===== config.mk =====
export PLATFORM = sky130hd
export DESIGN_NAME = sha1_hash_engine_top
export DESIGN_NICKNAME = d
export VERILOG_FILES = /design/src/sv/sha1_pkg.sv /design/src/sv/sha1_core.sv /design/src/sv/sha1_hash_engine_top.sv
export VERILOG_INCLUDE_DIRS = /design/src /design/src/sv
export SDC_FILE = /design/constraint.sdc
export NUM_CORES = 2
export LEC_CHECK = 0
export BUFFER_PORTS_ARGS = -buffer_cell sky130_fd_sc_hd__buf_4
export CORE_AREA = 4 4 299 301
export CTS_CLUSTER_SIZE = 24
export DETAILED_ROUTE_END_ITERATION = 10
export DIE_AREA = 0 0 303 305
export PLACE_DENSITY = 0.71
export SKIP_LAST_GASP = 1
export SYNTH_ARGS = -nofsm -noshare
export SYNTH_HDL_FRONTEND = slang
export SYNTH_SLANG_ARGS = --single-unit

===== constraint.sdc =====
create_clock -name clk_i -period 41.1 [get_ports clk_i]
set_input_delay 6.165 -clock clk_i [delete_from_list [all_inputs] [get_ports clk_i]]
set_output_delay 6.165 -clock clk_i [all_outputs]
set_load 0.01 [all_outputs]

===== src/sv/sha1_hash_engine_top_macros.svh =====
// ----------------------------------------------------------------------------
// SHA-1 hash engine assertion macros
// Concurrent checks, clocked on clk_i and disabled while rst_ni is low.
// ----------------------------------------------------------------------------
`ifndef SHA1_HASH_ENGINE_TOP_MACROS_SVH
`define SHA1_HASH_ENGINE_TOP_MACROS_SVH

// Check the consequent in the same cycle as the antecedent.
`define SHA1_ASSERT_NOW(name, ante, cons, msg) \
  name: assert property (@(posedge clk_i) disable iff (!rst_ni) (ante) |-> (cons)) \
    else $error(msg);

// Check the consequent in the cycle after the antecedent.
`define SHA1_ASSERT_NEXT(name, ante, cons, msg) \
  name: assert property (@(posedge clk_i) disable iff (!rst_ni) (ante) |=> (cons)) \
    else $error(msg);

`endif


===== src/sv/sha1_pkg.sv =====
// ----------------------------------------------------------------------------
// SHA-1 package
// Shared types, state encodings, constants and round functions.
// ----------------------------------------------------------------------------
package sha1_pkg;

  localparam int unsigned WORD_W      = 32;
  localparam int unsigned CHAIN_WORDS = 5;
  localparam int unsigned BLOCK_WORDS = 16;
  localparam int unsigned ROUNDS      = 80;
  localparam int unsigned ROUND_W     = 7;
  localparam int unsigned POS_W       = 4;
  localparam int unsigned IDX_W       = 3;
  localparam int unsigned NB_W        = 3;
  localparam int unsigned LEN_W       = 64;

  typedef logic [WORD_W-1:0]                     word_t;
  typedef logic [CHAIN_WORDS-1:0][WORD_W-1:0]    chain_t;
  typedef logic [BLOCK_WORDS-1:0][WORD_W-1:0]    block_t;

  localparam chain_t IV = {32'hc3d2e1f0, 32'h10325476, 32'h98badcfe,
                           32'hefcdab89, 32'h67452301};

  localparam word_t K0 = 32'h5a827999;
  localparam word_t K1 = 32'h6ed9eba1;
  localparam word_t K2 = 32'h8f1bbcdc;
  localparam word_t K3 = 32'hca62c1d6;

  localparam word_t PAD_WORD = 32'h80000000;

  localparam logic [POS_W-1:0] LEN_HI_POS = 4'd14;
  localparam logic [POS_W-1:0] LAST_POS   = 4'd15;
  localparam logic [IDX_W-1:0] LAST_IDX   = 3'd4;
  localparam logic [NB_W-1:0]  FULL_BYTES = 3'd4;

  typedef enum logic [1:0] {
    ST_IDLE,
    ST_PAD,
    ST_WAIT,
    ST_OUT
  } top_state_e;

  typedef enum logic [1:0] {
    CORE_IDLE,
    CORE_ROUND,
    CORE_ADD
  } core_state_e;

  typedef struct packed {
    logic push;
    logic block_end;
    logic init;
  } core_ctl_t;

  function automatic word_t sha1_k(input logic [ROUND_W-1:0] rnd);
    word_t k;
    if (rnd < 7'd20) begin
      k = K0;
    end else if (rnd < 7'd40) begin
      k = K1;
    end else if (rnd < 7'd60) begin
      k = K2;
    end else begin
      k = K3;
    end
    return k;
  endfunction

  function automatic word_t sha1_f(input logic [ROUND_W-1:0] rnd,
                                   input word_t b, input word_t c, input word_t d);
    word_t f;
    if (rnd < 7'd20) begin
      f = (b & c) | (~b & d);
    end else if (rnd < 7'd40) begin
      f = b ^ c ^ d;
    end else if (rnd < 7'd60) begin
      f = (b & c) | (b & d) | (c & d);
    end else begin
      f = b ^ c ^ d;
    end
    return f;
  endfunction

  // Keep the leading valid bytes and place the pad byte right after them.
  function automatic word_t sha1_tail(input word_t w, input logic [NB_W-1:0] nb);
    word_t t;
    case (nb)
      3'd1:    t = (w & 32'hff000000) | 32'h00800000;
      3'd2:    t = (w & 32'hffff0000) | 32'h00008000;
      3'd3:    t = (w & 32'hffffff00) | 32'h00000080;
      default: t = PAD_WORD;
    endcase
    return t;
  endfunction

endpackage


===== src/sv/sha1_core.sv =====
// ----------------------------------------------------------------------------
// SHA-1 compression core
// Block shift line, one round unit reused for 80 rounds, chaining words.
// ----------------------------------------------------------------------------
`include "sha1_hash_engine_top_macros.svh"

module sha1_core (
  input  logic                 clk_i,
  input  logic                 rst_ni,
  input  sha1_pkg::core_ctl_t  ctl_i,
  input  sha1_pkg::word_t      word_i,
  output logic                 busy_o,
  output sha1_pkg::chain_t     chain_o
);

  localparam logic [sha1_pkg::ROUND_W-1:0] LAST_ROUND =
    sha1_pkg::ROUND_W'(sha1_pkg::ROUNDS - 1);

  sha1_pkg::core_state_e            state_q, state_d;
  logic [sha1_pkg::ROUND_W-1:0]     round_q, round_d;
  sha1_pkg::chain_t                 h_q, h_d;
  sha1_pkg::chain_t                 work_q, work_d;
  sha1_pkg::block_t                 w_q, w_d;
  sha1_pkg::word_t                  sched;
  sha1_pkg::word_t                  mix;
  sha1_pkg::word_t                  tmp;

  always_ff @(posedge clk_i or negedge rst_ni) begin
    if (!rst_ni) begin
      state_q <= sha1_pkg::CORE_IDLE;
      round_q <= '0;
      h_q     <= sha1_pkg::IV;
    end else begin
      state_q <= state_d;
      round_q <= round_d;
      h_q     <= h_d;
    end
  end

  always_ff @(posedge clk_i) begin
    w_q    <= w_d;
    work_q <= work_d;
  end

  // Message schedule: w_q[0] is the current round's word.
  assign mix   = w_q[13] ^ w_q[8] ^ w_q[2] ^ w_q[0];
  assign sched = {mix[30:0], mix[31]};

  assign tmp = {work_q[0][26:0], work_q[0][31:27]}
             + sha1_pkg::sha1_f(round_q, work_q[1], work_q[2], work_q[3])
             + work_q[4] + sha1_pkg::sha1_k(round_q) + w_q[0];

  always_comb begin
    state_d = state_q;
    round_d = round_q;
    h_d     = h_q;
    work_d  = work_q;
    w_d     = w_q;
    unique case (state_q)
      sha1_pkg::CORE_IDLE: begin
        if (ctl_i.push) begin
          w_d = {word_i, w_q[15:1]};
          if (ctl_i.block_end) begin
            work_d  = h_q;
            round_d = '0;
            state_d = sha1_pkg::CORE_ROUND;
          end
        end
        if (ctl_i.init) begin
          h_d = sha1_pkg::IV;
        end
      end
      sha1_pkg::CORE_ROUND: begin
        w_d       = {sched, w_q[15:1]};
        work_d[0] = tmp;
        work_d[1] = work_q[0];
        work_d[2] = {work_q[1][1:0], work_q[1][31:2]};
        work_d[3] = work_q[2];
        work_d[4] = work_q[3];
        round_d   = round_q + 1'b1;
        if (round_q == LAST_ROUND) begin
          state_d = sha1_pkg::CORE_ADD;
        end
      end
      sha1_pkg::CORE_ADD: begin
        for (int i = 0; i < sha1_pkg::CHAIN_WORDS; i++) begin
          h_d[i] = h_q[i] + work_q[i];
        end
        state_d = sha1_pkg::CORE_IDLE;
      end
      default: begin
        state_d = sha1_pkg::CORE_IDLE;
      end
    endcase
  end

  assign busy_o  = (state_q != sha1_pkg::CORE_IDLE);
  assign chain_o = h_q;

  `SHA1_ASSERT_NOW(a_push_when_idle, ctl_i.push, state_q == sha1_pkg::CORE_IDLE, "push during compression")
  `SHA1_ASSERT_NOW(a_round_bound, state_q == sha1_pkg::CORE_ROUND, round_q <= LAST_ROUND, "round count overrun")
  `SHA1_ASSERT_NEXT(a_add_after_last, state_q == sha1_pkg::CORE_ROUND && round_q == LAST_ROUND, state_q == sha1_pkg::CORE_ADD, "feed-forward missed")

endmodule


===== src/sv/sha1_hash_engine_top.sv =====
// ----------------------------------------------------------------------------
// SHA-1 hash engine
// Streams big-endian message words, pads at end of message and returns the
// 160-bit digest as five words.
// ----------------------------------------------------------------------------
// A message arrives as 32-bit words, first byte in bits 31..24, one word per
// input transfer. Words without the end mark always count as four bytes; the
// end-marked word carries 0 to 4 valid bytes (higher counts are saturated to
// 4, unused bytes are zeroed). Each word enters the block shift line; the
// sixteenth word of a block starts the compression, which runs one round per
// cycle through a single round unit for 80 rounds followed by a feed-forward
// addition step, and input is stalled during compression. At end of message
// the engine appends the 0x80 byte, zero words and the 64-bit bit length one
// word per cycle while the core is not compressing, needing one or two further
// compressions, and then offers the five digest words on the
// output, index 0 first, with digest_last on index 4. After the last digest
// transfer the chaining words return to the initial vector and the length and
// word count clear, ready for the next message. There is no clearing pass
// after reset; the engine takes input as soon as reset is released.
// ----------------------------------------------------------------------------
`include "sha1_hash_engine_top_macros.svh"

module sha1_hash_engine_top (
  input  logic        clk_i,
  input  logic        rst_ni,
  // message input channel
  input  logic        in_valid_i,
  output logic        in_stall_o,
  input  logic [31:0] message_word_i,
  input  logic [2:0]  valid_bytes_i,
  input  logic        end_of_message_i,
  // digest output channel
  output logic        out_valid_o,
  input  logic        out_stall_i,
  output logic [31:0] digest_word_o,
  output logic [2:0]  digest_index_o,
  output logic        digest_last_o
);

  sha1_pkg::top_state_e              state_q, state_d;
  logic [sha1_pkg::POS_W-1:0]        pos_q, pos_d;
  logic [sha1_pkg::LEN_W-1:0]        bitlen_q, bitlen_d;
  logic [sha1_pkg::IDX_W-1:0]        idx_q, idx_d;
  logic                              extra_q, extra_d;   // full last word: pad word pending
  logic                              lenhi_q, lenhi_d;   // upper length word already pushed

  sha1_pkg::core_ctl_t               ctl;
  sha1_pkg::word_t                   push_word;
  sha1_pkg::chain_t                  chain;
  logic                              core_busy;
  logic                              in_xfer;
  logic                              out_xfer;
  logic [sha1_pkg::NB_W-1:0]         nb_sat;

  sha1_core u_core (
    .clk_i   (clk_i),
    .rst_ni  (rst_ni),
    .ctl_i   (ctl),
    .word_i  (push_word),
    .busy_o  (core_busy),
    .chain_o (chain)
  );

  always_ff @(posedge clk_i or negedge rst_ni) begin
    if (!rst_ni) begin
      state_q  <= sha1_pkg::ST_IDLE;
      pos_q    <= '0;
      bitlen_q <= '0;
      idx_q    <= '0;
      extra_q  <= 1'b0;
      lenhi_q  <= 1'b0;
    end else begin
      state_q  <= state_d;
      pos_q    <= pos_d;
      bitlen_q <= bitlen_d;
      idx_q    <= idx_d;
      extra_q  <= extra_d;
      lenhi_q  <= lenhi_d;
    end
  end

  // Take words only while idle and the core is not compressing.
  assign in_stall_o = !(state_q == sha1_pkg::ST_IDLE && !core_busy);
  assign in_xfer    = in_valid_i && !in_stall_o;

  assign out_valid_o = (state_q == sha1_pkg::ST_OUT);
  assign out_xfer    = out_valid_o && !out_stall_i;

  // Saturate the final word's byte count to four.
  assign nb_sat = (valid_bytes_i > sha1_pkg::FULL_BYTES) ? sha1_pkg::FULL_BYTES
                                                         : valid_bytes_i;

  always_comb begin
    state_d       = state_q;
    pos_d         = pos_q;
    bitlen_d      = bitlen_q;
    idx_d         = idx_q;
    extra_d       = extra_q;
    lenhi_d       = lenhi_q;
    ctl.push      = 1'b0;
    ctl.block_end = 1'b0;
    ctl.init      = 1'b0;
    push_word     = '0;

    unique case (state_q)
      sha1_pkg::ST_IDLE: begin
        if (in_xfer) begin
          ctl.push = 1'b1;
          if (!end_of_message_i) begin
            push_word = message_word_i;
            bitlen_d  = bitlen_q + 64'd32;
          end else begin
            push_word = (nb_sat == sha1_pkg::FULL_BYTES) ? message_word_i
                      : sha1_pkg::sha1_tail(message_word_i, nb_sat);
            bitlen_d  = bitlen_q + {58'd0, nb_sat, 3'b000};
            extra_d   = (nb_sat == sha1_pkg::FULL_BYTES);
            lenhi_d   = 1'b0;
            state_d   = sha1_pkg::ST_PAD;
          end
        end
      end
      sha1_pkg::ST_PAD: begin
        // Push one padding word per cycle whenever the core is free.
        if (!core_busy) begin
          ctl.push = 1'b1;
          if (extra_q) begin
            push_word = sha1_pkg::PAD_WORD;
            extra_d   = 1'b0;
          end else if (lenhi_q) begin
            push_word = bitlen_q[31:0];
            state_d   = sha1_pkg::ST_WAIT;
          end else if (pos_q == sha1_pkg::LEN_HI_POS) begin
            push_word = bitlen_q[63:32];
            lenhi_d   = 1'b1;
          end else begin
            push_word = '0;
          end
        end
      end
      sha1_pkg::ST_WAIT: begin
        if (!core_busy) begin
          idx_d   = '0;
          state_d = sha1_pkg::ST_OUT;
        end
      end
      sha1_pkg::ST_OUT: begin
        if (out_xfer) begin
          if (idx_q == sha1_pkg::LAST_IDX) begin
            ctl.init = 1'b1;
            pos_d    = '0;
            bitlen_d = '0;
            state_d  = sha1_pkg::ST_IDLE;
          end else begin
            idx_d = idx_q + 1'b1;
          end
        end
      end
      default: begin
        state_d = sha1_pkg::ST_IDLE;
      end
    endcase

    // Advance the word position; the sixteenth word starts a compression.
    if (ctl.push) begin
      ctl.block_end = (pos_q == sha1_pkg::LAST_POS);
      pos_d         = pos_q + 1'b1;
    end
  end

  always_comb begin
    case (idx_q)
      3'd0:    digest_word_o = chain[0];
      3'd1:    digest_word_o = chain[1];
      3'd2:    digest_word_o = chain[2];
      3'd3:    digest_word_o = chain[3];
      3'd4:    digest_word_o = chain[4];
      default: digest_word_o = '0;
    endcase
  end

  assign digest_index_o = idx_q;
  assign digest_last_o  = (idx_q == sha1_pkg::LAST_IDX);

  `SHA1_ASSERT_NOW(a_out_core_idle, out_valid_o, !core_busy, "digest offered during compression")
  `SHA1_ASSERT_NOW(a_len_lo_slot, state_q == sha1_pkg::ST_PAD && lenhi_q && !core_busy, pos_q == sha1_pkg::LAST_POS, "length low word misplaced")
  `SHA1_ASSERT_NEXT(a_clear_after_digest, out_xfer && digest_last_o, state_q == sha1_pkg::ST_IDLE && pos_q == '0 && bitlen_q == '0, "engine not cleared after digest")

endmodule

## After elaboration in Yosys (flattened, before gate mapping)

Index checks and enable logic that the tools add are counted.

- Logic and storage cells: 193
- Flip-flop bits (word level): 916

- Add/sub/neg operators: 14
- Mux-type cells: 71
- Order comparisons: 4
- Reduce and logical (&&, ||, !) cells: 28
- Bitwise gates (word level): 13
- Equality and inequality tests: 29

Operators by type and width:

| cell | number |
|---|---|
| 512-bit one-hot mux with 2 select lines | 1 |
| 160-bit one-hot mux with 2 select lines | 2 |
| 512-bit two-way mux | 1 |
| 160-bit two-way mux | 3 |
| 32-bit two-way mux | 12 |
| 32-bit adder | 9 |
| 64-bit two-way mux | 4 |
| 32-bit one-hot mux with 5 select lines | 1 |
| 32-bit bitwise XOR | 5 |
| 32-bit bitwise AND | 4 |
| 64-bit one-hot mux with 2 select lines | 1 |
| 32-bit OR | 3 |
| 32-bit one-hot mux with 3 select lines | 1 |
| 64-bit by 6-bit adder with 64-bit output | 1 |
| 64-bit by 6-bit adder with 64-bit output (second input constant) | 1 |
| 32-bit one-hot mux with 2 select lines | 1 |
| 32-bit inverter | 1 |
| 31-bit two-way mux | 1 |
| 2-bit two-way mux | 11 |
| 2-bit inequality test (second input constant) | 10 |
| 2-bit nonzero test | 9 |
| 4-bit two-way mux | 4 |
| 1-bit two-way mux | 15 |
| 7-bit by 6-bit less-than comparator with 1-bit output (second input constant) | 2 |
| other kinds (29) | 56 |

## Longest topological paths before layout

- Depth after elaboration: 11
- Mapped depth: 28

## Hierarchy

Synthesis repeated with hierarchy kept, for this count alone.

- Cell total of the unflattened synthesis: 4198
- Area total of the unflattened synthesis: 47732.0 um^2

Modules (own cells, without submodules):

| module | times used | cells each | area an instance (um^2) |
|---|---|---|---|
| sha1_core | 1 | 3461 | 41897.7 |
| sha1_hash_engine_top | 1 | 737 | 5834.3 |

## Least setup slack after synthesis

No wires, ideal clock.

- Path type: input-to-reg
- Start: input port in_valid_i
- End: register u_core.w_q[0] in the netlist's numbering (enable)
- Stages: 4
- Arrival: 14941 ps
- Setup time: 3659 ps
- Slack: 22500 ps
- Required time: 37441 ps
- Path buffers: 1
- Path through: a21oi_1 > nand2b_1 > clkbuf_1 > nand2_1

- Longest elaborated chain between the ends: 5

RTL lines:

| element | line | text |
|---|---|---|
| start, declared | sha1_hash_engine_top.sv:27 | `input logic in_valid_i,` |
| 1-bit logical AND | sha1_hash_engine_top.sv:84 | `assign in_xfer = in_valid_i && !in_stall_o;` |
| 1-bit two-way mux | sha1_hash_engine_top.sv:107 | `if (in_xfer) begin` |
| 1-bit one-hot mux with 2 select lines | sha1_hash_engine_top.sv:105 | `unique case (state_q)` |
| 2-bit inequality test (no line) | - |  |
| 2-bit AND reduction (no line) | - |  |
| end signal, assigned | sha1_core.sv:41 | `w_q <= w_d;` |
| end, declared | sha1_core.sv:23 | `sha1_pkg::block_t w_q, w_d;` |

Every way passes these cells.
A chain may end at the register's enable or synchronous reset.

## Worst setup path in the final report

- Start: register idx_q, in the netlist digest_index_o[0]
- End: output port digest_word_o[20]

- Longest elaborated chain between the ends: 2

RTL lines:

| element | line | text |
|---|---|---|
| start, declared | sha1_hash_engine_top.sv:43 | `logic [sha1_pkg::IDX_W-1:0] idx_q, idx_d;` |
| start signal, assigned | sha1_hash_engine_top.sv:76 | `idx_q <= idx_d;` |
| 3-bit equality test (tied with other cells) | sha1_hash_engine_top.sv:171 | `case (idx_q)` |
| 32-bit one-hot mux with 5 select lines * | sha1_hash_engine_top.sv:171 |  |
| end, declared | sha1_hash_engine_top.sv:35 | `output logic [31:0] digest_word_o,` |

Every way passes the cells marked *; elsewhere a longest branch is shown, timed or not.

==> flow_summary.ini <==
[placed_design]
place_area_mm2 = 0.0493
portBuffers = 77
hpwl_um = 85200
place_congestion = 0.946

[yosys]
synth_top_flop_cell = edfxtp_1
synth.avg_cell_area_um2 = 11.5
synthesis.area_mm2 = 0.0474
yosysWarningCount = 0
synth_seq_cells = 913
syn_inst = 4128
yosysSeqAreaShare_pct = 55.5
async_flop_share_pct = 26.4
syn_nets = 4529
ys_types = 96
synth-edff-count = 672

[layout]
n_antenna_cell = 0
fill_cells = 6870
final_area_mm2 = 0.0523
fin_nets = 4599
postLayoutCoreUtil_pct = 60.4
drive_gt1_share_pct = 8.81
most-common-layout-cells = 672 x edfxtp_1, 621 x nand2_1, 276 x a21oi_1
syn_to_final_growth_pct = 10.3
final_common_cell = edfxtp_1

[clocking]
clock_latency_ns = 0.67
cts-resized-gates = 0
cts_max_path_buffers = 3
h-tree-depth = 3
clock-sinks = 913
cts_tree = yes
ctsHoldBuffers = 0
post-cts-setup-buffers = 0
path_clk_slew_ns = 0.06
cts_inserted_buffers = 94
ctsRootBufferMaster = clkbuf_16

[detailed_routing]
post_drt_wl_per_cell_um = 22.5
drt_pass1_iterations = 6
dr_total_vias = 32232
vias_per_cell = 5.93
initialDrtViolationCount = 3155
ant_nets = 0
routed_wl_um = 122000
drcViolationCount = 0

[global_route]
grt_pass1_wl_um = 187000
grt_overflow = 0
track_usage_pct = 26.4
first_global_vias = 30970
antenna_found_initial = 1
grt_max_degree = 193

[critical_path]
crit_path_start_kind = register
path_class = reg -> out
crit_fanout = 34
worstPathArrival_ns = 3.60
worstPathRequired_ns = 34.94
reg2reg_depth = 26
endpoint_kind = output port

[power]
p_switching_uw = 376
seq_power_share_pct = 53.6
power.density_mw_per_mm2 = 35.0
p_sw_share_pct = 20.6
power.share.clock_pct = 45.9
p_comb_share_pct = 0.6
ir_drop_v = 0.0000305
p_int_mw = 1.45
leakagePower_nw = 21.7

[status]
status = finished, final reports clean

[run]
cap_violations = 0

[timing]
setup-tns-final_ns = 0
fmax_ghz = 0.102
finalHoldViolations = 0
tightest_slew_ns = 1.27
rsz0062_at_grt = false
maxSlewHeadroom_pct = 15.4
clock_skew_ns = 0.0349
drv_slew = 0
fin_crit_sh_pct = 23.8
setup_viol = 0
post-route-min-period_ns = 9.77

[die]
die_w_um = 303
start_util_pct = 54.8
die_area_mm2 = 0.0924
rows = 108
die_y_um = 305
pin_count = 78
design.core.area_mm2 = 0.0866

[hold_path]
holdPathStages = 0
hold_class = reg -> reg
## cell type report
cell class | count | area, um^2 | share of cell area, %
Inverter | 206 | 773 | 1.48
Clock inverter | 55 | 503 | 0.962
Clock buffer | 120 | 2530 | 4.84
Multi-Input combinational cell | 2871 | 19900 | 38.0
Tap cell | 1155 | 1450 | 2.76
Sequential cell | 913 | 26300 | 50.3
Timing Repair Buffer | 112 | 861 | 1.65
## power groups by stage
| stage | Combinational (mW) | Clock [mW] | Sequential, mW |
|---|---|---|---|
| after CTS | 0.0111 | 0.854 | 0.980 |
| after global routing | 0.0119 | 0.893 | 0.979 |
| after detailed placement | 0.0111 | 0 | 0.999 |
| final | 0.0107 | 0.839 | 0.980 |
| after global placement | 0.0110 | 0 | 0.999 |
| after floorplan | 0.000984 | 0 | 0.999 |
## Yosys cell counts (all sizes together) (89+ instances only)
| cell type | count | area share (%) |
|---|---|---|
| a21o | 89 | 1.4 |
| a21oi | 276 | 2.9 |
| clkbuf | 120 | 0.95 |
| dfrtp | 161 | 8.5 |
| edfxtp | 672 | 43 |
| fa | 125 | 5.3 |
| ha | 236 | 6.2 |
| inv | 204 | 1.6 |
| nand2 | 623 | 4.9 |
| nor2 | 264 | 2.1 |
| o21ai | 256 | 2.7 |
| xnor2 | 169 | 3.1 |
| xor2 | 143 | 2.6 |
## state kept, by name, indices dropped and copies added (netlist names)
| register | flops |
|---|---|
| state_q | 2 |
| u_core.w_q | 512 |
| u_core.round_q | 7 |
| digest_index_o | 3 |
| extra_q | 1 |
| bitlen_q | 61 |
| pos_q | 4 |
| lenhi_q | 1 |
| u_core.state_q | 2 |
| u_core.work_q | 160 |
| u_core.chain_o | 160 |
## critical path, cell delays in order, from the launching register on
cell      delay (ns)
dfrtp_1         0.46
inv_1           0.13
ha_1            0.64
nand2_1         0.35
clkinv_1        0.12
buf_4           0.50
a222oi_1        0.14
o21ai_0         0.32
buf_4           0.24
## routing by layer
layer / routed length, um / share of wire, % / global-route usage, % / up-vias
met4: 4930 / 4.0 / 10.1 / 0
met3: 10200 / 8.4 / 4.22 / 232
li1: - / - / - / 14877
met1: 53000 / 43 / 39.1 / 15801
met5: 0 / 0 / 0 / -
met2: 54100 / 44 / 39.4 / 1322
## through the flow
stage / power [mW] / hold WS (ns) / setup WS (ns) / cells
after CTS: 1.84 / 0.411 / 31.47 / 5432
final: 1.83 / 0.404 / 31.33 / 5432
after global placement: 1.01 / 0.400 / 31.45 / 5257
after global routing: 1.88 / 0.416 / 31.27 / 5432
after floorplan: 1.00 / 0.400 / 22.50 / 4128
after detailed placement: 1.01 / 0.405 / 31.35 / 5257
## final timing paths
| kind | from | endpoint | slack [ns] |
|---|---|---|---|
| worst max-delay path | digest_index_o[0] | digest_word_o[20] | 31.33 |
| worst min-delay path | u_core.w_q[32] | u_core.w_q[0] | 0.40 |
| worst max register to register | u_core.round_q[3] | u_core.work_q[30] | 32.53 |
| worst min register to register | u_core.w_q[32] | u_core.w_q[0] | 0.40 |
| max in group asynchronous | rst_ni | bitlen_q[32] | 33.48 |
| min in group asynchronous | rst_ni | u_core.chain_o[36] | 5.52 |
## cell families (layout without fill, tap and decap cells)
logic type	after synthesis	count (layout)	share of synthesized area, %
XOR/XNOR	312	312	5.76
flip-flops	913	913	55.5
AO/OA/AOI/OAI	946	946	12.7
multiplexers	8	8	0.171
buffers and inverters	344	493	2.75
adder cells (fa/ha/maj)	361	361	11.5
AND/OR/NAND/NOR	1244	1244	11.6
(Power assumes the default switching activity.)
